File: config.mk
export PLATFORM = sky130hd
export DESIGN_NAME = pcmv_cmul
export DESIGN_NICKNAME = d
export VERILOG_FILES = /design/src/rtl/pcmv_pkg.sv /design/src/rtl/pcmv_cmul.sv
export SDC_FILE = /design/constraint.sdc
export NUM_CORES = 2
export LEC_CHECK = 0
export ABC_AREA = 1
export BUFFER_PORTS_ARGS = -buffer_cell sky130_fd_sc_hd__clkbuf_2
export CORE_UTILIZATION = 60
export DETAILED_ROUTE_END_ITERATION = 16
export PLACE_DENSITY_LB_ADDON = 0.15
export SYNTH_ARGS = -nofsm -noshare
export SYNTH_HDL_FRONTEND = slang
export SYNTH_SLANG_ARGS = --single-unit
File: constraint.sdc
create_clock -name clk -period 9.9 [get_ports clk]
set_clock_uncertainty 0.1 [all_clocks]
set_input_delay 1.98 -clock clk [delete_from_list [all_inputs] [get_ports clk]]
set_output_delay 1.98 -clock clk [all_outputs]
set_load 0.02 [all_outputs]
File: src/rtl/pcmv_pkg.sv
// package: word types and bfloat16 / single-precision arithmetic helpers
`default_nettype none

package pcmv_pkg;

	localparam int unsigned WordW = 32;
	localparam int unsigned HalfW = 16;

	localparam logic [31:0] CanonNan  = 32'h7FC0_0000;
	localparam logic [30:0] ClampMag  = 31'h3F7D_70A4; // smallest single above 0.99
	localparam logic [31:0] PosOne    = 32'h3F80_0000;
	localparam logic [31:0] NegOne    = 32'hBF80_0000;

	// adder state between the align and the normalize stage
	typedef struct packed {
		logic        special;
		logic [31:0] spec_val;
		logic        sign;
		logic [7:0]  exp;
		logic [26:0] mb;
		logic [26:0] ms;
		logic        sub;
	} add_mid_t;

	// exact bfloat16 product, rounded to single (only underflow rounds)
	function automatic logic [31:0] fmul_bf(input logic [15:0] a, input logic [15:0] b);
		logic        s;
		logic [7:0]  ea, eb, eea, eeb, ma, mb;
		logic        nan_a, nan_b, inf_a, inf_b, zero_a, zero_b;
		logic [15:0] prod;
		logic [4:0]  p;
		logic signed [10:0] esum, bexp, sh, kk;
		logic [4:0]  k;
		logic [23:0] norm, q;
		logic [16:0] pw, mask;
		logic        g, st;
		logic [31:0] res;
		s      = a[15] ^ b[15];
		ea     = a[14:7];
		eb     = b[14:7];
		nan_a  = (ea == 8'hFF) && (a[6:0] != 7'd0);
		nan_b  = (eb == 8'hFF) && (b[6:0] != 7'd0);
		inf_a  = (ea == 8'hFF) && (a[6:0] == 7'd0);
		inf_b  = (eb == 8'hFF) && (b[6:0] == 7'd0);
		zero_a = (ea == 8'h00) && (a[6:0] == 7'd0);
		zero_b = (eb == 8'h00) && (b[6:0] == 7'd0);
		ma     = {ea != 8'h00, a[6:0]};
		mb     = {eb != 8'h00, b[6:0]};
		eea    = (ea == 8'h00) ? 8'd1 : ea;
		eeb    = (eb == 8'h00) ? 8'd1 : eb;
		prod   = ma * mb;
		p      = 5'd0;
		for (int i = 0; i < 16; i++) begin
			if (prod[i]) p = 5'(i);
		end
		esum = $signed({3'b000, eea}) + $signed({3'b000, eeb});
		bexp = esum + $signed({6'b0, p}) - 11'sd141;
		sh   = esum - 11'sd119;
		kk   = -sh;
		k    = (kk > 11'sd17) ? 5'd17 : kk[4:0];
		norm = 24'(prod) << (5'd23 - p);
		pw   = {1'b0, prod};
		mask = (17'h1 << (k - 5'd1)) - 17'h1;
		g    = pw[k - 5'd1];
		st   = |(pw & mask);
		q    = 24'(pw >> k);
		if (nan_a || nan_b || (inf_a && zero_b) || (inf_b && zero_a)) begin
			res = CanonNan;
		end else if (inf_a || inf_b) begin
			res = {s, 8'hFF, 23'd0};
		end else if (prod == 16'd0) begin
			res = {s, 31'd0};
		end else if (bexp >= 11'sd255) begin
			res = {s, 8'hFF, 23'd0};
		end else if (bexp >= 11'sd1) begin
			res = {s, bexp[7:0], norm[22:0]};
		end else if (sh >= 11'sd0) begin
			res = {s, 7'd0, 24'(prod) << sh[4:0]};
		end else begin
			q   = q + {23'd0, g & (st | q[0])};
			res = {s, 7'd0, q};
		end
		return res;
	endfunction

	// single add, first half: specials, ordering and alignment
	function automatic add_mid_t fadd_align(input logic [31:0] a, input logic [31:0] b);
		logic        a_big, nan_a, nan_b, inf_a, inf_b;
		logic [31:0] big, sml;
		logic [7:0]  eb, es, d;
		logic [26:0] ms, shd;
		logic        st;
		add_mid_t    m;
		nan_a = (a[30:23] == 8'hFF) && (a[22:0] != 23'd0);
		nan_b = (b[30:23] == 8'hFF) && (b[22:0] != 23'd0);
		inf_a = (a[30:23] == 8'hFF) && (a[22:0] == 23'd0);
		inf_b = (b[30:23] == 8'hFF) && (b[22:0] == 23'd0);
		a_big = (a[30:0] >= b[30:0]);
		big   = a_big ? a : b;
		sml   = a_big ? b : a;
		eb    = (big[30:23] == 8'h00) ? 8'd1 : big[30:23];
		es    = (sml[30:23] == 8'h00) ? 8'd1 : sml[30:23];
		d     = eb - es;
		ms    = {sml[30:23] != 8'h00, sml[22:0], 3'b000};
		shd   = ms >> d[4:0];
		st    = |(ms & ~(27'h7FF_FFFF << d[4:0]));
		m.special  = 1'b0;
		m.spec_val = CanonNan;
		if (nan_a || nan_b || (inf_a && inf_b && (a[31] != b[31]))) begin
			m.special = 1'b1;
		end else if (inf_a) begin
			m.special  = 1'b1;
			m.spec_val = a;
		end else if (inf_b) begin
			m.special  = 1'b1;
			m.spec_val = b;
		end
		m.sign = big[31];
		m.exp  = eb;
		m.mb   = {big[30:23] != 8'h00, big[22:0], 3'b000};
		m.ms   = (d >= 8'd27) ? {26'd0, |ms} : {shd[26:1], shd[0] | st};
		m.sub  = a[31] ^ b[31];
		return m;
	endfunction

	// single add, second half: add, normalize, round to nearest even
	function automatic logic [31:0] fadd_norm(input add_mid_t m);
		logic [27:0] sum;
		logic [26:0] v;
		logic [4:0]  lz;
		logic [7:0]  maxsh, sh;
		logic [8:0]  e, fexp;
		logic [24:0] r;
		logic [22:0] frac;
		logic [31:0] res;
		sum = m.sub ? ({1'b0, m.mb} - {1'b0, m.ms}) : ({1'b0, m.mb} + {1'b0, m.ms});
		lz  = 5'd27;
		for (int i = 0; i < 27; i++) begin
			if (sum[i]) lz = 5'(26 - i);
		end
		maxsh = m.exp - 8'd1;
		sh    = ({3'b000, lz} < maxsh) ? {3'b000, lz} : maxsh;
		if (sum[27]) begin
			v = {sum[27:2], sum[1] | sum[0]};
			e = {1'b0, m.exp} + 9'd1;
		end else begin
			v = sum[26:0] << sh[4:0];
			e = {1'b0, m.exp} - {1'b0, sh};
		end
		r = {1'b0, v[26:3]} + {24'd0, v[2] & (v[1] | v[0] | v[3])};
		if (r[24]) begin
			fexp = e + 9'd1;
			frac = r[23:1];
		end else begin
			fexp = r[23] ? e : 9'd0;
			frac = r[22:0];
		end
		if (m.special) begin
			res = m.spec_val;
		end else if (sum == 28'd0) begin
			res = m.sub ? 32'd0 : {m.sign, 31'd0};
		end else if (fexp >= 9'd255) begin
			res = {m.sign, 8'hFF, 23'd0};
		end else begin
			res = {m.sign, fexp[7:0], frac};
		end
		return res;
	endfunction

	// clamp to the unit range, canonical nan, keep the upper half
	function automatic logic [15:0] clamp_trunc(input logic [31:0] v);
		logic [31:0] c;
		if ((v[30:23] == 8'hFF) && (v[22:0] != 23'd0)) begin
			c = CanonNan;
		end else if (v[30:0] >= ClampMag) begin
			c = v[31] ? NegOne : PosOne;
		end else begin
			c = v;
		end
		return c[31:16];
	endfunction

endpackage

`default_nettype wire

File: src/rtl/pcmv_cmul.sv
// complex bfloat16 product, three pipeline stages
`default_nettype none

module pcmv_cmul (
	input  wire logic        clk,
	input  wire logic        arst_n,
	input  wire logic        in_valid,
	input  wire logic [31:0] gate,
	input  wire logic [31:0] amp,
	output logic             out_valid,
	output logic [31:0]      prod
);

	logic               valid_s1, valid_s2, valid_s3;
	logic [31:0]        ac_s1, bd_s1, ad_s1, bc_s1;
	pcmv_pkg::add_mid_t re_s2, im_s2;
	logic [31:0]        prod_s3;

	// valid bits
	always_ff @(posedge clk or negedge arst_n) begin
		if (!arst_n) begin
			valid_s1 <= 1'b0;
			valid_s2 <= 1'b0;
			valid_s3 <= 1'b0;
		end else begin
			valid_s1 <= in_valid;
			valid_s2 <= valid_s1;
			valid_s3 <= valid_s2;
		end
	end

	// partial products, then align, then normalize and clamp
	always_ff @(posedge clk) begin
		ac_s1   <= pcmv_pkg::fmul_bf(gate[15:0], amp[15:0]);
		bd_s1   <= pcmv_pkg::fmul_bf(gate[31:16], amp[31:16]);
		ad_s1   <= pcmv_pkg::fmul_bf(gate[15:0], amp[31:16]);
		bc_s1   <= pcmv_pkg::fmul_bf(gate[31:16], amp[15:0]);
		re_s2   <= pcmv_pkg::fadd_align(ac_s1, {~bd_s1[31], bd_s1[30:0]});
		im_s2   <= pcmv_pkg::fadd_align(ad_s1, bc_s1);
		prod_s3 <= {pcmv_pkg::clamp_trunc(pcmv_pkg::fadd_norm(im_s2)),
			pcmv_pkg::clamp_trunc(pcmv_pkg::fadd_norm(re_s2))};
	end

	assign out_valid = valid_s3;
	assign prod      = prod_s3;

endmodule

`default_nettype wire

Word level (Yosys, flattened, before mapping). Cells that the tools add are included.

Add/subtract/negate cells: 52. Multipliers: 4. Div/mod/pow operators: 0. Order comparisons: 30. Equal/unequal tests: 12. Shifts and indexed selects: 22. Mux-type cells: 190. Bitwise operators: 33. Reductions and logical operators: 112.

Operator list (number): 5-bit two-way mux (111); 31-bit two-way mux (16); 32-bit two-way mux (14); 23-bit two-way mux (6); 23-bit nonzero test (6); 24-bit by 1-bit adder with 24-bit output (4); 24-bit two-way mux (4); 16-bit by 5-bit << shifter with 24-bit output (4); 16-bit by 5-bit right shift with 24-bit output (4); 23-bit logical NOT (4); 16-bit by 5-bit << shifter with 23-bit output (4); 8-bit equality test, second input constant (10); 8-bit two-way mux (10); 16-bit by 17-bit bitwise AND with 17-bit output (4); 17-bit OR reduction (4); 1-bit by 5-bit << shifter with 17-bit output, first input constant (4); 17-bit by 1-bit subtractor with 17-bit output, second input constant (4); 33-bit two-way mux (2); 16-bit logical NOT (4); 8-bit logical NOT (8); 8-bit by 8-bit multiplier with 16-bit output (4); 8-bit nonzero test (8); 31-bit by 30-bit >= comparator with 1-bit output, second input constant (2); 31-bit >= comparator (2); other kinds (48) (212).

Register bits: 351. Bits in latches: 0. Memory bits (writable): 0. Memory bits (read-only): 0. Input port bits: 67. Output and inout port bits: 33. Memories kept: 0.

Logic depth before layout (Yosys ltp).
Depth in word-level cells: 45. Depth in mapped cells: 75. Depth with buffers taken out: 74.

Worst setup path after synthesis. No wires, ideal clock.

Path kind: in2reg. Start point: in amp[25]. End point: reg ad_s1[11]. Setup time: 0.077 ns. Arrival: 10.771 ns. Path slack: -1.048 ns. Stages on the path: 47. Cells stage by stage: nor2_1 -> nand3_1 -> nor2_1 -> clkinv_1 -> nand2_1 -> fa_1 -> fa_1 -> fa_1 -> inv_1 -> fa_1 -> ha_1 -> nand2_1 -> nand2_1 -> a21oi_1 -> or2_2 -> nand2_1 -> a21oi_1 -> or2_2 -> [... 11 more ...] -> ha_1 -> inv_1 -> ha_1 -> inv_1 -> fa_1 -> nor2_1 -> o21ai_0 -> nand2_1 -> a21oi_1 -> o21ai_0 -> nand2_1 -> a21oi_1 -> o32ai_1 -> a21oi_1 -> nand2_1 -> nor2_1 -> clkinv_1 -> o22ai_1.

Word-level cells in the longest chain between the ends: 17.

Ends and longest elaborated chain: from (decl) (line pcmv_cmul.sv:9) `input wire logic [31:0] amp,`; 8-bit logical NOT (line pcmv_pkg.sv:46, pcmv_pkg.sv:50); 8-bit two-way mux (line pcmv_pkg.sv:50) `eeb = (eb == 8'h00) ? 8'd1 : eb;`; 8-bit by 8-bit adder with 9-bit output (line pcmv_pkg.sv:56) `esum = $signed({3'b000, eea}) + $signed({3'b000, eeb});`; 9-bit by 7-bit subtractor with 10-bit output (line pcmv_pkg.sv:58) `sh = esum - 11'sd119;`; 10-bit negation with 11-bit output (line pcmv_pkg.sv:59) `kk = -sh;`; 11-bit by 6-bit greater-than comparator with 1-bit output (line pcmv_pkg.sv:60) `k = (kk > 11'sd17) ? 5'd17 : kk[4:0];`; 5-bit two-way mux (line pcmv_pkg.sv:60); 5-bit by 1-bit subtractor with 5-bit output (line pcmv_pkg.sv:63, pcmv_pkg.sv:64); 1-bit by 5-bit << shifter with 17-bit output (line pcmv_pkg.sv:63) `mask = (17'h1 << (k - 5'd1)) - 17'h1;`; 17-bit by 1-bit subtractor with 17-bit output (line pcmv_pkg.sv:63); 16-bit by 17-bit bitwise AND with 17-bit output (line pcmv_pkg.sv:65) `st = |(pw & mask);`; 17-bit OR reduction (line pcmv_pkg.sv:65); 1-bit bitwise OR (line pcmv_pkg.sv:80) `q = q + {23'd0, g & (st | q[0])};`; 1-bit bitwise AND (line pcmv_pkg.sv:80); 24-bit by 1-bit adder with 24-bit output (line pcmv_pkg.sv:80); 24-bit two-way mux (line pcmv_pkg.sv:77) `end else if (sh >= 11'sd0) begin`; 31-bit two-way mux (line pcmv_pkg.sv:75) `end else if (bexp >= 11'sd1) begin`; to (signal assigned) (line pcmv_cmul.sv:36) `ad_s1 <= pcmv_pkg::fmul_bf(gate[15:0], amp[31:16]);`; to (decl) (line pcmv_cmul.sv:15) `logic [31:0] ac_s1, bd_s1, ad_s1, bc_s1;`.

Parallel ways exist; a longest one is shown, timed or not. The select of a mux whose other input is x is not followed. A chain may end at the register's enable or synchronous reset.

Worst setup path after layout.
Start point: in amp[12]. End point: reg ac_s1[0].

Word-level cells in the longest chain between the ends: 17.

Ends and longest elaborated chain: 8-bit logical NOT (line pcmv_pkg.sv:46, pcmv_pkg.sv:50); 8-bit two-way mux (line pcmv_pkg.sv:50); 8-bit by 8-bit adder with 9-bit output (line pcmv_pkg.sv:56); 9-bit by 7-bit subtractor with 10-bit output (line pcmv_pkg.sv:58); 10-bit negation with 11-bit output (line pcmv_pkg.sv:59); 11-bit by 6-bit greater-than comparator with 1-bit output (line pcmv_pkg.sv:60); 5-bit two-way mux (line pcmv_pkg.sv:60); 5-bit by 1-bit subtractor with 5-bit output (line pcmv_pkg.sv:63, pcmv_pkg.sv:64); 1-bit by 5-bit << shifter with 17-bit output (line pcmv_pkg.sv:63); 17-bit by 1-bit subtractor with 17-bit output (line pcmv_pkg.sv:63); 16-bit by 17-bit bitwise AND with 17-bit output (line pcmv_pkg.sv:65); 17-bit OR reduction (line pcmv_pkg.sv:65); 1-bit bitwise OR (line pcmv_pkg.sv:80); 1-bit bitwise AND (line pcmv_pkg.sv:80); 24-bit by 1-bit adder with 24-bit output (line pcmv_pkg.sv:80); 24-bit two-way mux (line pcmv_pkg.sv:77); 31-bit two-way mux (line pcmv_pkg.sv:75); to (signal assigned) (line pcmv_cmul.sv:34) `ac_s1 <= pcmv_pkg::fmul_bf(gate[15:0], amp[15:0]);`; to (decl) (line pcmv_cmul.sv:15).

Parallel ways exist; a longest one is shown, timed or not. The select of a mux whose other input is x is not followed.

==> flow_summary.yaml <==
finish:
  final_common_cell: "nand2_1"
  nets: 10700
  drive_above_1_share: 0.0997
  area_growth_pct: 10.7
  final_cell_mix: "2587 x nand2_1, 1531 x inv_1, 882 x nor2_1"
  nFillCells: 8562
  multi_input_area_um2: 42400
  seq_area_um2: 7040
clock_tree:
  hold_buffers: 0
  cts_buffers: 37
  insertion_delay_ns: 0.62
  clkSinkCount: 351
  cts_max_path_buffers: 3
  clkTransAtPathRegs_ns: 0.07
  tritoncts: "yes"
  h-tree-depth: 2
  cts_root_buf: "clkbuf_16"
placement:
  numPortBuffers: 99
  dp_hpwl_um: 160000
  gp_congestion: 1.06
floorplanning:
  dieArea_um2: 94800
  io_pins: 100
  rows: 111
  chipWidth_um: 308
  die_h_um: 308
  core_area_um2: 92200
  start_util: 0.609
worst_hold_path:
  hold_start: "valid_s1$_DFF_PN0_"
  min_path_type: "reg -> reg"
sta:
  worstMarginPinSlew_ns: 1.24
  fin_crit_sh: 0.963
  finalSetupViolations: 0
  max-slew-margin-rel: 0.169
  finalCriticalPeriod_ns: 9.54
  fmax_ghz: 0.105
  tns_ns: 0
  final_max_slew_viol_count: 0
  hold_viol_final: 0
synthesis:
  syn-instance-count: 9691
  syn_area_um2: 56200
  synth_top_cells_by_area: "nand2_1 17%, dfxtp_1 12%, ha_1 11%, inv_1 10%, o21ai_0 7.7%"
  synth-edff-count: 0
  synthArstFlopShare: 0.00855
  synth_seq_area_share: 0.125
  syn_avg_cell_area_um2: 5.80
  synth_top_area_cell: "nand2_1"
  ys_types: 89
  ys.flop_type: "dfxtp_1"
  synth-seq-cells: 351
  synth_top_area_frac: 0.174
  yosysWarnings: 0
route:
  drtIter0Drc: 8427
  drt_wl_total_um: 196000
  wl_per_cell_um: 17.5
  firstDrtPassIters: 15
  vias: 65700
  via_per_inst: 5.85
  postRouteAntennaNets: 0
  drc_errors: 0
setup_path:
  rr_startpoint: "im_s2[31]$_DFF_P_"
  crit_slowest_cell: "fa_1"
  cpPeakStageDelay_ns: 0.54
  arrival_ns: 9.95
  critPathRequiredTime_ns: 10.31
  startpoint_type: "primary input"
  crit_type: "in -> reg"
  cp-startpoint: "amp[12]"
  crit_path_frequent_cell: "nand2_1"
  worst_setup_path_end_kind: "register"
  crit_fanout: 8
  reg2reg_setup_slack_ns: 0.82
grt:
  grt_pass1_wl_um: 309000
  grt_max_degree: 99
  gr-total-overflow: 0
  track_usage: 0.399
  grt_pass1_vias: 60300
  antenna_found_initial: 5
outcome:
  status: "finished, final reports clean"
run:
  drv_cap: 0
[routing by layer]
| metal | global-route usage | part of all wire | routed length [um] |
|---|---|---|---|
| met5 | 0 | 0 | 0 |
| met4 | 0.154 | 0.040 | 7840 |
| met3 | 0.0583 | 0.10 | 20400 |
| met2 | 0.635 | 0.44 | 85500 |
| met1 | 0.540 | 0.42 | 82300 |
[what timing repair did]
item | CTS | global route
buffers inserted | 0 | 14
setup endpoints to repair | 0 | 137
resized for setup | 0 | 145
[critical path, delay by kind of cell]
family                     cells  cell delay [ns]
AOI/OAI and AO/OA             11             1.58
buffers and inverters         12             0.92
and+or+nand+nor               27             2.66
adders and majority gates      7             2.77
[cell type report]
cell class / count / share of cell area
antenna: 3 / 0.000121
sequential: 351 / 0.113
timing repair buffer: 538 / 0.0619
inverter: 1615 / 0.0981
clock inverter: 23 / 0.00421
multi-input combinational: 7416 / 0.681
tap: 1243 / 0.0250
clock buffer: 44 / 0.0160
[path summary, 6_finish.rpt]
kind                       cells past startpoint                   to
min in group asynchronous                      1  out_valid$_DFF_PN0_
setup reg to reg                              59  prod[28]$_SDFF_PP1_
setup / recovery                              57  ac_s1[0]$_SDFF_PP0_
hold / removal                                 0   valid_s2$_DFF_PN0_
max in group asynchronous                      1   valid_s1$_DFF_PN0_
hold reg to reg                                0   valid_s2$_DFF_PN0_
[cell families (layout without fill, tap and decap cells)]
logic type / count (synthesis) / count (layout) / synth area share
adders and majority gates: 642 / 642 / 0.164
muxes: 35 / 35 / 0.00624
buffers and inverters: 1982 / 2220 / 0.137
and+or+nand+nor: 4690 / 4690 / 0.354
xor gates and xnor gates: 199 / 199 / 0.0314
DFF: 351 / 351 / 0.125
AOI/OAI and AO/OA: 1790 / 1790 / 0.182
other: 2 / 63 / 0.000134
[cell usage after synthesis (all sizes together) (4+ instances only)]
| library cell | n |
|---|---|
| o21bai | 20 |
| clkinv | 26 |
| o21a | 16 |
| o2111ai | 9 |
| nor2 | 945 |
| o31ai | 21 |
| o311ai | 16 |
| ha | 484 |
| o211ai | 85 |
| o32ai | 7 |
| nand2 | 2658 |
| o21ai | 906 |
| nand3b | 6 |
| or2 | 68 |
| a32o | 10 |
| inv | 1589 |
| nor3 | 141 |
| nor4 | 69 |
| a32oi | 6 |
| clkbuf | 277 |
| xor2 | 146 |
| a211oi | 28 |
| a22oi | 22 |
| fa | 158 |
| o22ai | 45 |
| mux2i | 35 |
| o221ai | 37 |
| a21boi | 10 |
| a221oi | 10 |
| a21oi | 463 |
| dfxtp | 348 |
| and3 | 4 |
| buf | 90 |
| and2 | 22 |
| a2111oi | 6 |
| nand3 | 631 |
| a21o | 8 |
| nand4 | 138 |
| a31oi | 44 |
| xnor2 | 53 |
[through the flow]
step                      utilization  hold slack [ns]  instance area, um2  setup slack, ns  instances
after floorplan                     -            0.231               56600          0.00471       9749
after global placement          0.653            0.235               60200           -0.164      11100
after detailed placement        0.653            0.241               60200           -0.291      11100
after CTS                       0.667            0.227               61500            0.307      11200
after global routing            0.674            0.230               62200           -0.132      11200
final                           0.674            0.228               62200            0.362      11200
[flip-flops by register name (all words and copies together) (netlist names)]
name       cells
im_s2         94
re_s2         94
ad_s1         32
valid_s2       1
valid_s1       1
prod          32
bd_s1         32
out_valid      1
bc_s1         32
ac_s1         32
Power is not shown: default switching activity piles up to over one toggle a cycle in this logic, so the estimate is an artifact.
