===== src/rtl/pcmv_pkg.sv =====
// package: word types and bfloat16 / single-precision arithmetic helpers
`default_nettype none

package pcmv_pkg;

	localparam int unsigned WordW = 32;
	localparam int unsigned HalfW = 16;

	localparam logic [31:0] CanonNan  = 32'h7FC0_0000;
	localparam logic [30:0] ClampMag  = 31'h3F7D_70A4; // smallest single above 0.99
	localparam logic [31:0] PosOne    = 32'h3F80_0000;
	localparam logic [31:0] NegOne    = 32'hBF80_0000;

	// adder state between the align and the normalize stage
	typedef struct packed {
		logic        special;
		logic [31:0] spec_val;
		logic        sign;
		logic [7:0]  exp;
		logic [26:0] mb;
		logic [26:0] ms;
		logic        sub;
	} add_mid_t;

	// exact bfloat16 product, rounded to single (only underflow rounds)
	function automatic logic [31:0] fmul_bf(input logic [15:0] a, input logic [15:0] b);
		logic        s;
		logic [7:0]  ea, eb, eea, eeb, ma, mb;
		logic        nan_a, nan_b, inf_a, inf_b, zero_a, zero_b;
		logic [15:0] prod;
		logic [4:0]  p;
		logic signed [10:0] esum, bexp, sh, kk;
		logic [4:0]  k;
		logic [23:0] norm, q;
		logic [16:0] pw, mask;
		logic        g, st;
		logic [31:0] res;
		s      = a[15] ^ b[15];
		ea     = a[14:7];
		eb     = b[14:7];
		nan_a  = (ea == 8'hFF) && (a[6:0] != 7'd0);
		nan_b  = (eb == 8'hFF) && (b[6:0] != 7'd0);
		inf_a  = (ea == 8'hFF) && (a[6:0] == 7'd0);
		inf_b  = (eb == 8'hFF) && (b[6:0] == 7'd0);
		zero_a = (ea == 8'h00) && (a[6:0] == 7'd0);
		zero_b = (eb == 8'h00) && (b[6:0] == 7'd0);
		ma     = {ea != 8'h00, a[6:0]};
		mb     = {eb != 8'h00, b[6:0]};
		eea    = (ea == 8'h00) ? 8'd1 : ea;
		eeb    = (eb == 8'h00) ? 8'd1 : eb;
		prod   = ma * mb;
		p      = 5'd0;
		for (int i = 0; i < 16; i++) begin
			if (prod[i]) p = 5'(i);
		end
		esum = $signed({3'b000, eea}) + $signed({3'b000, eeb});
		bexp = esum + $signed({6'b0, p}) - 11'sd141;
		sh   = esum - 11'sd119;
		kk   = -sh;
		k    = (kk > 11'sd17) ? 5'd17 : kk[4:0];
		norm = 24'(prod) << (5'd23 - p);
		pw   = {1'b0, prod};
		mask = (17'h1 << (k - 5'd1)) - 17'h1;
		g    = pw[k - 5'd1];
		st   = |(pw & mask);
		q    = 24'(pw >> k);
		if (nan_a || nan_b || (inf_a && zero_b) || (inf_b && zero_a)) begin
			res = CanonNan;
		end else if (inf_a || inf_b) begin
			res = {s, 8'hFF, 23'd0};
		end else if (prod == 16'd0) begin
			res = {s, 31'd0};
		end else if (bexp >= 11'sd255) begin
			res = {s, 8'hFF, 23'd0};
		end else if (bexp >= 11'sd1) begin
			res = {s, bexp[7:0], norm[22:0]};
		end else if (sh >= 11'sd0) begin
			res = {s, 7'd0, 24'(prod) << sh[4:0]};
		end else begin
			q   = q + {23'd0, g & (st | q[0])};
			res = {s, 7'd0, q};
		end
		return res;
	endfunction

	// single add, first half: specials, ordering and alignment
	function automatic add_mid_t fadd_align(input logic [31:0] a, input logic [31:0] b);
		logic        a_big, nan_a, nan_b, inf_a, inf_b;
		logic [31:0] big, sml;
		logic [7:0]  eb, es, d;
		logic [26:0] ms, shd;
		logic        st;
		add_mid_t    m;
		nan_a = (a[30:23] == 8'hFF) && (a[22:0] != 23'd0);
		nan_b = (b[30:23] == 8'hFF) && (b[22:0] != 23'd0);
		inf_a = (a[30:23] == 8'hFF) && (a[22:0] == 23'd0);
		inf_b = (b[30:23] == 8'hFF) && (b[22:0] == 23'd0);
		a_big = (a[30:0] >= b[30:0]);
		big   = a_big ? a : b;
		sml   = a_big ? b : a;
		eb    = (big[30:23] == 8'h00) ? 8'd1 : big[30:23];
		es    = (sml[30:23] == 8'h00) ? 8'd1 : sml[30:23];
		d     = eb - es;
		ms    = {sml[30:23] != 8'h00, sml[22:0], 3'b000};
		shd   = ms >> d[4:0];
		st    = |(ms & ~(27'h7FF_FFFF << d[4:0]));
		m.special  = 1'b0;
		m.spec_val = CanonNan;
		if (nan_a || nan_b || (inf_a && inf_b && (a[31] != b[31]))) begin
			m.special = 1'b1;
		end else if (inf_a) begin
			m.special  = 1'b1;
			m.spec_val = a;
		end else if (inf_b) begin
			m.special  = 1'b1;
			m.spec_val = b;
		end
		m.sign = big[31];
		m.exp  = eb;
		m.mb   = {big[30:23] != 8'h00, big[22:0], 3'b000};
		m.ms   = (d >= 8'd27) ? {26'd0, |ms} : {shd[26:1], shd[0] | st};
		m.sub  = a[31] ^ b[31];
		return m;
	endfunction

	// single add, second half: add, normalize, round to nearest even
	function automatic logic [31:0] fadd_norm(input add_mid_t m);
		logic [27:0] sum;
		logic [26:0] v;
		logic [4:0]  lz;
		logic [7:0]  maxsh, sh;
		logic [8:0]  e, fexp;
		logic [24:0] r;
		logic [22:0] frac;
		logic [31:0] res;
		sum = m.sub ? ({1'b0, m.mb} - {1'b0, m.ms}) : ({1'b0, m.mb} + {1'b0, m.ms});
		lz  = 5'd27;
		for (int i = 0; i < 27; i++) begin
			if (sum[i]) lz = 5'(26 - i);
		end
		maxsh = m.exp - 8'd1;
		sh    = ({3'b000, lz} < maxsh) ? {3'b000, lz} : maxsh;
		if (sum[27]) begin
			v = {sum[27:2], sum[1] | sum[0]};
			e = {1'b0, m.exp} + 9'd1;
		end else begin
			v = sum[26:0] << sh[4:0];
			e = {1'b0, m.exp} - {1'b0, sh};
		end
		r = {1'b0, v[26:3]} + {24'd0, v[2] & (v[1] | v[0] | v[3])};
		if (r[24]) begin
			fexp = e + 9'd1;
			frac = r[23:1];
		end else begin
			fexp = r[23] ? e : 9'd0;
			frac = r[22:0];
		end
		if (m.special) begin
			res = m.spec_val;
		end else if (sum == 28'd0) begin
			res = m.sub ? 32'd0 : {m.sign, 31'd0};
		end else if (fexp >= 9'd255) begin
			res = {m.sign, 8'hFF, 23'd0};
		end else begin
			res = {m.sign, fexp[7:0], frac};
		end
		return res;
	endfunction

	// clamp to the unit range, canonical nan, keep the upper half
	function automatic logic [15:0] clamp_trunc(input logic [31:0] v);
		logic [31:0] c;
		if ((v[30:23] == 8'hFF) && (v[22:0] != 23'd0)) begin
			c = CanonNan;
		end else if (v[30:0] >= ClampMag) begin
			c = v[31] ? NegOne : PosOne;
		end else begin
			c = v;
		end
		return c[31:16];
	endfunction

endpackage

`default_nettype wire


===== src/rtl/pcmv_cadd.sv =====
// complex bfloat16 sum, two pipeline stages
`default_nettype none

module pcmv_cadd (
	input  wire logic        clk,
	input  wire logic        arst_n,
	input  wire logic        in_valid,
	input  wire logic [31:0] x,
	input  wire logic [31:0] y,
	output logic             out_valid,
	output logic [31:0]      sum
);

	logic               valid_s1, valid_s2;
	pcmv_pkg::add_mid_t re_s1, im_s1;
	logic [31:0]        sum_s2;

	// valid bits
	always_ff @(posedge clk or negedge arst_n) begin
		if (!arst_n) begin
			valid_s1 <= 1'b0;
			valid_s2 <= 1'b0;
		end else begin
			valid_s1 <= in_valid;
			valid_s2 <= valid_s1;
		end
	end

	// align, then normalize and clamp
	always_ff @(posedge clk) begin
		re_s1  <= pcmv_pkg::fadd_align({x[15:0], 16'h0000}, {y[15:0], 16'h0000});
		im_s1  <= pcmv_pkg::fadd_align({x[31:16], 16'h0000}, {y[31:16], 16'h0000});
		sum_s2 <= {pcmv_pkg::clamp_trunc(pcmv_pkg::fadd_norm(im_s1)),
			pcmv_pkg::clamp_trunc(pcmv_pkg::fadd_norm(re_s1))};
	end

	assign out_valid = valid_s2;
	assign sum       = sum_s2;

endmodule

`default_nettype wire


===== config.mk =====
export PLATFORM = sky130hd
export DESIGN_NAME = pcmv_cadd
export DESIGN_NICKNAME = d
export VERILOG_FILES = /design/src/rtl/pcmv_pkg.sv /design/src/rtl/pcmv_cadd.sv
export SDC_FILE = /design/constraint.sdc
export NUM_CORES = 1
export LEC_CHECK = 0
export BUFFER_PORTS_ARGS = -buffer_cell sky130_fd_sc_hd__buf_4
export CAP_MARGIN = 20
export CORE_UTILIZATION = 35
export DETAILED_ROUTE_END_ITERATION = 12
export SLEW_MARGIN = 20
export SYNTH_ARGS = -nofsm -noshare
export SYNTH_HDL_FRONTEND = slang
export SYNTH_SLANG_ARGS = --single-unit

===== constraint.sdc =====
create_clock -name clk -period 12.89 [get_ports clk]
set_clock_uncertainty 0.2 [all_clocks]
set_input_delay 1.9335 -clock clk [delete_from_list [all_inputs] [get_ports clk]]
set_output_delay 1.9335 -clock clk [all_outputs]
set_load 0.05 [all_outputs]

Yosys cells after proc, flatten, opt, wreduce, memory -nomap -nowiden
Index checks and enable logic that the tools add are counted.
{"block": "op_classes", "mul": 0, "mux": 94, "add_sub_neg": 16, "bitwise_logic": 16, "shifts": 6, "reduce_logical": 44, "div": 0, "order_cmp": 10, "eq_ne": 8}
{"op": "$mux 32", "count": 14}
{"op": "$mux 5", "count": 52}
{"op": "$mux 31", "count": 4}
{"op": "$mux 33", "count": 2}
{"op": "$ge 31x30->1 const B", "count": 2}
{"op": "$ge 31x31->1", "count": 2}
{"op": "$add 27x27->28", "count": 2}
{"op": "$logic_not 28->1", "count": 2}
{"op": "$mux 28", "count": 2}
{"op": "$sub 27x27->28", "count": 2}
{"op": "$and 27x27->27", "count": 2}
{"op": "$mux 27", "count": 2}
{"op": "$mux 9", "count": 6}
{"op": "$not 27->27", "count": 2}
{"op": "$reduce_or 27->1", "count": 2}
{"op": "$shl 27x5->27", "count": 2}
{"op": "$shl 27x5->27 const A", "count": 2}
{"op": "$shr 27x5->27", "count": 2}
{"op": "$add 24x1->25", "count": 2}
{"op": "$eq 8x8->1 const B", "count": 6}
{"op": "$mux 8", "count": 6}
{"op": "$reduce_or 24->1", "count": 2}
{"op": "$mux 23", "count": 2}
{"op": "$reduce_bool 23->1", "count": 2}
{"op": "other kinds (20)", "count": 70}
{"block": "totals", "out_inout_bits": 33, "latchBits": 0, "register_bits": 222, "input_bits": 67, "romBits": 0, "n_memories": 0, "mem_bits_rw": 0, "wordCells": 216}

Logic depth before layout (Yosys ltp)
{"block": "depth", "ltp_word": 45, "mapped_depth": 48, "depth_no_buf": 42}

Worst setup path before layout
OpenSTA, ideal clock, no wires.
{"block": "synth_timing", "path_type": "register -> register", "from": "register im_s1[1] (netlist name)", "to": "register sum_s2[23] (netlist: sum[23])", "stages_incl_launch_ff": 41, "setup_slack_ns": 2.620, "arrival_time_ns": 9.950, "required_ns": 12.570, "setup_ns": 0.120, "n_path_buf": 5, "synth_period_minus_slack_ns": 10.270, "path_cell_list": "dfxtp_1 clkbuf_1 inv_1 ha_1 or4b_2 or3_1 nor4_1 a211oi_1 xnor2_2 clkbuf_1 nand4_1 nor3_1 ha_1 a2111oi_0 nand2b_1 nor2b_1 clkbuf_1 a31o_2 (+5 left out) ha_1 nand2_1 inv_1 ha_1 a21o_1 a21oi_1 o21bai_1 a21oi_1 xnor2_1 or4_1 or3b_2 a211oi_1 o22ai_1 nor4_4 a2bb2oi_1 or3_1 o31ai_4 or2_1"}
{"block": "synth_via", "elab_chain_cells": 45, "word_cells_on_any_way": 55, "classes_between": "add/sub (5); order compare (3); eq/ne (1); shift (1); mux (38); bitwise (4); reduce/logical (3)"}
{"element": "start: declaration", "line_no": "pcmv_cadd.sv:15", "source": "pcmv_pkg::add_mid_t re_s1, im_s1;"}
{"element": "start signal: assignment", "line_no": "pcmv_cadd.sv:32", "source": "im_s1 <= pcmv_pkg::fadd_align({x[31:16], 16'h0000}, {y[31:16], 16'h0000});"}
{"element": "$add 27x27->28 / $sub 27x27->28 (equally long branches)", "line_no": "pcmv_pkg.sv:136", "source": "sum = m.sub ? ({1'b0, m.mb} - {1'b0, m.ms}) : ({1'b0, m.mb} + {1'b0, m.ms});"}
{"element": "$mux 28 (*)", "line_no": "pcmv_pkg.sv:136"}
{"element": "$mux 1", "line_no": "pcmv_pkg.sv:139", "source": "if (sum[i]) lz = 5'(26 - i);"}
{"element": "$mux 5 (26 in series)", "line_no": "pcmv_pkg.sv:139"}
{"element": "$lt 5x8->1", "line_no": "pcmv_pkg.sv:142", "source": "sh = ({3'b000, lz} < maxsh) ? {3'b000, lz} : maxsh;"}
{"element": "$mux 8", "line_no": "pcmv_pkg.sv:142"}
{"element": "$shl 27x5->27", "line_no": "pcmv_pkg.sv:147", "source": "v = sum[26:0] << sh[4:0];"}
{"element": "$mux 27", "line_no": "pcmv_pkg.sv:143", "source": "if (sum[27]) begin"}
{"element": "(+4 left out)"}
{"element": "$mux 9", "line_no": "pcmv_pkg.sv:155", "source": "fexp = r[23] ? e : 9'd0;"}
{"element": "$mux 9", "line_no": "pcmv_pkg.sv:151", "source": "if (r[24]) begin"}
{"element": "$ge 9x8->1", "line_no": "pcmv_pkg.sv:162", "source": "end else if (fexp >= 9'd255) begin"}
{"element": "$mux 31", "line_no": "pcmv_pkg.sv:162"}
{"element": "$mux 32 (*)", "line_no": "pcmv_pkg.sv:160", "source": "end else if (sum == 28'd0) begin"}
{"element": "$mux 32 (*)", "line_no": "pcmv_pkg.sv:158", "source": "if (m.special) begin"}
{"element": "$ge 31x30->1, or another cell as far along", "line_no": "pcmv_pkg.sv:175", "source": "end else if (v[30:0] >= ClampMag) begin"}
{"element": "$mux 32 / $logic_and 1x1->1 (equally long branches)", "line_no": "pcmv_pkg.sv:175, pcmv_pkg.sv:173"}
{"element": "end signal: assignment", "line_no": "pcmv_cadd.sv:33", "source": "sum_s2 <= {pcmv_pkg::clamp_trunc(pcmv_pkg::fadd_norm(im_s1)),"}
{"element": "end: declaration", "line_no": "pcmv_cadd.sv:16", "source": "logic [31:0] sum_s2;"}
Mark *: on every way between the ends. The rest lies on a longest branch, timed or not.
A chain may end at the register's enable or synchronous reset.

Worst setup path in the final report
{"block": "layout_timing", "from": "register re_s1[1] (netlist name)", "to": "register sum_s2[6] (netlist: sum[6])"}
{"block": "layout_via", "elab_chain_cells": 45, "word_cells_on_any_way": 55, "classes_between": "add/sub (5); order compare (3); eq/ne (1); shift (1); mux (38); bitwise (4); reduce/logical (3)"}
{"element": "start: declaration", "line_no": "pcmv_cadd.sv:15"}
{"element": "start signal: assignment", "line_no": "pcmv_cadd.sv:31", "source": "re_s1 <= pcmv_pkg::fadd_align({x[15:0], 16'h0000}, {y[15:0], 16'h0000});"}
{"element": "$add 27x27->28 / $sub 27x27->28 (equally long branches)", "line_no": "pcmv_pkg.sv:136"}
{"element": "$mux 28 (*)", "line_no": "pcmv_pkg.sv:136"}
{"element": "$mux 1", "line_no": "pcmv_pkg.sv:139"}
{"element": "$mux 5 (26 in series)", "line_no": "pcmv_pkg.sv:139"}
{"element": "$lt 5x8->1", "line_no": "pcmv_pkg.sv:142"}
{"element": "$mux 8", "line_no": "pcmv_pkg.sv:142"}
{"element": "$shl 27x5->27", "line_no": "pcmv_pkg.sv:147"}
{"element": "$mux 27", "line_no": "pcmv_pkg.sv:143"}
{"element": "(+4 left out)"}
{"element": "$mux 9", "line_no": "pcmv_pkg.sv:155"}
{"element": "$mux 9", "line_no": "pcmv_pkg.sv:151"}
{"element": "$ge 9x8->1", "line_no": "pcmv_pkg.sv:162"}
{"element": "$mux 31", "line_no": "pcmv_pkg.sv:162"}
{"element": "$mux 32 (*)", "line_no": "pcmv_pkg.sv:160"}
{"element": "$mux 32 (*)", "line_no": "pcmv_pkg.sv:158"}
{"element": "$ge 31x30->1, or another cell as far along", "line_no": "pcmv_pkg.sv:175"}
{"element": "$mux 32 / $logic_and 1x1->1 (equally long branches)", "line_no": "pcmv_pkg.sv:175, pcmv_pkg.sv:173"}
Marked as above.

==> results.ini <==
[status]
status=finished clean

[sta]
clock.fmax_ghz=0.0827
worstMarginPinSlew_ps=1170
min_period_ps=12090
finalSetupViolations=0
rsz0062_at_grt=false
finalMaxSlewViolations=0
relSlewSlack_pct=19.9
fin_tns_setup_ps=0
final_hold_viol_count=0
period_share_pct=93.8

[finish]
finish.utilization_pct=39.2
syn_to_final_growth_pct=10.3
design_area_mm2=0.0243
antenna_cells=0
fillers=6610
layout-drive-gt1-share_pct=11.1
layout.nets=3283
final_cells=3949

[synth]
yosysTopAreaCellShare_pct=14.2
syn_avg_cell_area_um2=7.19
ys_async_sr_fraction_pct=1.27
post-synth-top-area-cell=dfxtp_1
synth.ff_latch_count=158
synth_ff_type=dfxtp_1
seq_area_frac_synth_pct=14.4
syn_area_mm2=0.0220
synth_cells=3063
synth_area_leaders=dfxtp_1 14%, ha_1 6.3%, mux2i_1 4.8%
synth.distinct_cells=116
synth_edf_count=0
yosysWarnings=0

[detailed_routing]
drc_errors=0
routed_wl_um=87200
routedWlPerCell_um=22.1
final_antenna_net_count=0
dr.pass1.iters=9
vias=25100
viasPerCell=6.36
first_iter_violations=3244

[clock_tree]
clockBufferDepth=2
ctsHoldBuffers=0
root_buffer=clkbuf_16
cts.sinks=158
cts_buffers=17
tritoncts=done
clk_pin_slew_ps=70
htree_levels=4
post_cts_buffers=0
clk_latency_ps=500

[place]
routabilityCongestion=1.05
placedCellCount=3917
place_area_mm2=0.0237
hpwl_um=68000
numPortBuffers=99

[worst_setup_path]
cp_top_family=simple AND/OR/NAND/NOR gates
cp-end-kind=flip-flop
cp-start-kind=flip-flop
critical_path_required_ps=13040
reg2reg_slack_ps=800
critPathKind=reg2reg
path_buf_inv=3
cp_slowest_cell=xor2_1
crit_fanout=21
critPathArrivalTime_ps=12240
critPathMaxStageDelay_ps=840

[die]
initial_core_util_pct=35.6
dieWidth_um=253
die_y_um=253
rows=91
floorplan.core_area_mm2=0.0619
pin_count=100
die-area_mm2=0.0640

[global_route]
grt_max_degree=64
antenna_found_initial=0
grt_util_all_layers_pct=26.7
first_global_vias=23000
grt_pass1_wl_um=135000
grt_overflow=0

[power_and_ir_drop]
leakage_nw=9.50
p_per_area_mw_per_mm2=204
ir_drop_mv=0.129
total_power_mw=4.95

[worst_hold_path]
hold_path_class=reg2reg

[job]
drv_cap=0

==> area by class of cell <==
class	instances	area [um^2]	area share (%)
clock inverter	14	194	0.798
timing repair buffer	174	1310	5.37
inverter	129	484	1.99
sequential	158	3170	13.1
tap	837	1050	4.31
clock buffer	18	429	1.77
multi-input combinational	2619	17700	72.7
==> synth_stat cells, types with 36 or more instances <==
library cell	count
clkbuf_1	120
o21ai_0	190
mux2i_1	106
a21o_1	45
inv_1	121
o211ai_1	51
nand2_1	280
xor2_1	62
nor4_1	41
nand3_1	96
dfxtp_1	156
a211oi_1	72
or3_1	37
xnor2_1	80
nor2_1	272
a21oi_1	195
ha_1	111
nand4_1	46
nor3_1	120
a31oi_1	36
o31ai_1	38
==> report_power, final <==
part | switching (mW) | internal (mW) | leakage [nW]
Clock | 0.242 | 0.312 | 0.307
Combinational | 2.50 | 1.28 | 7.88
Sequential | 0.0621 | 0.560 | 1.31
Total | 2.80 | 2.15 | 9.50
==> state kept, by name (all words and copies together) (netlist names) <==
name	flops
im_s1	62
re_s1	62
sum	32
out_valid	1
valid_s1	1
==> worst paths after layout <==
kind | start | endpoint | cells after the start
worst min-delay path | valid_s1$_DFF_PN0_ | out_valid$_DFF_PN0_ | 0
min in group asynchronous | arst_n | out_valid$_DFF_PN0_ | 1
worst min register to register | valid_s1$_DFF_PN0_ | out_valid$_DFF_PN0_ | 0
max in group asynchronous | arst_n | valid_s1$_DFF_PN0_ | 1
worst max-delay path | re_s1[1]$_DFF_P_ | sum[6]$_SDFF_PP1_ | 29
worst max register to register | re_s1[1]$_DFF_P_ | sum[6]$_SDFF_PP1_ | 29
==> worst reg2reg max path: cells and delay by family (launching register included) <==
family,cells,cell delay (ps)
and+or+nand+nor,9,4480
buffers and inverters,3,1010
AOI/OAI and AO/OA,14,4290
DFF,1,510
xor gates and xnor gates,1,840
adders and majority gates,2,620
==> stage by stage <==
step           worst slack (ps)  hold WS [ps]
5_1_grt                     150           165
3_3_place_gp               1140           133
3_5_place_dp               1130           143
2_1_floorplan              2620           131
6_report                    800           152
4_1_cts                    1070           158
==> repair_timing <==
action / CTS / global route
endpoints found under the hold margin: 0 / 0
resized for setup: 0 / 1
endpoints found under the setup margin: 0 / 4
==> metal layers <==
layer / GRT usage, % / share of wire, %
met1: 35.2 / 42
met2: 41.3 / 43
met3: 5.79 / 9.7
met4: 12.6 / 4.9
met5: 0 / 0
==> cells in the final DEF, fill, tap and decap left out, types with 62 or more instances in the layout <==
| cell type | netlist | layout |
|---|---|---|
| a211oi_1 | 72 | 72 |
| a21oi_1 | 195 | 195 |
| buf_4 | 13 | 174 |
| dfxtp_1 | 156 | 155 |
| ha_1 | 111 | 111 |
| inv_1 | 121 | 121 |
| mux2i_1 | 106 | 106 |
| nand2_1 | 280 | 280 |
| nand3_1 | 96 | 96 |
| nor2_1 | 272 | 271 |
| nor3_1 | 120 | 120 |
| o21ai_0 | 190 | 190 |
| xnor2_1 | 80 | 80 |
| xor2_1 | 62 | 62 |
==> kinds of logic (layout without fill, tap and decap cells) <==
| logic type | Yosys count | in the layout | synth area share [%] |
|---|---|---|---|
| flops | 158 | 158 | 14.4 |
| xor+xnor | 143 | 143 | 5.72 |
| buf+inv | 312 | 335 | 5.85 |
| fa+ha+maj | 117 | 117 | 6.85 |
| other cells | 2 | 28 | 0.0341 |
| mux | 135 | 135 | 6.71 |
| compound gates | 1056 | 1056 | 34.3 |
| simple gates | 1140 | 1140 | 26.1 |
Power figures use the tool's default switching activity.
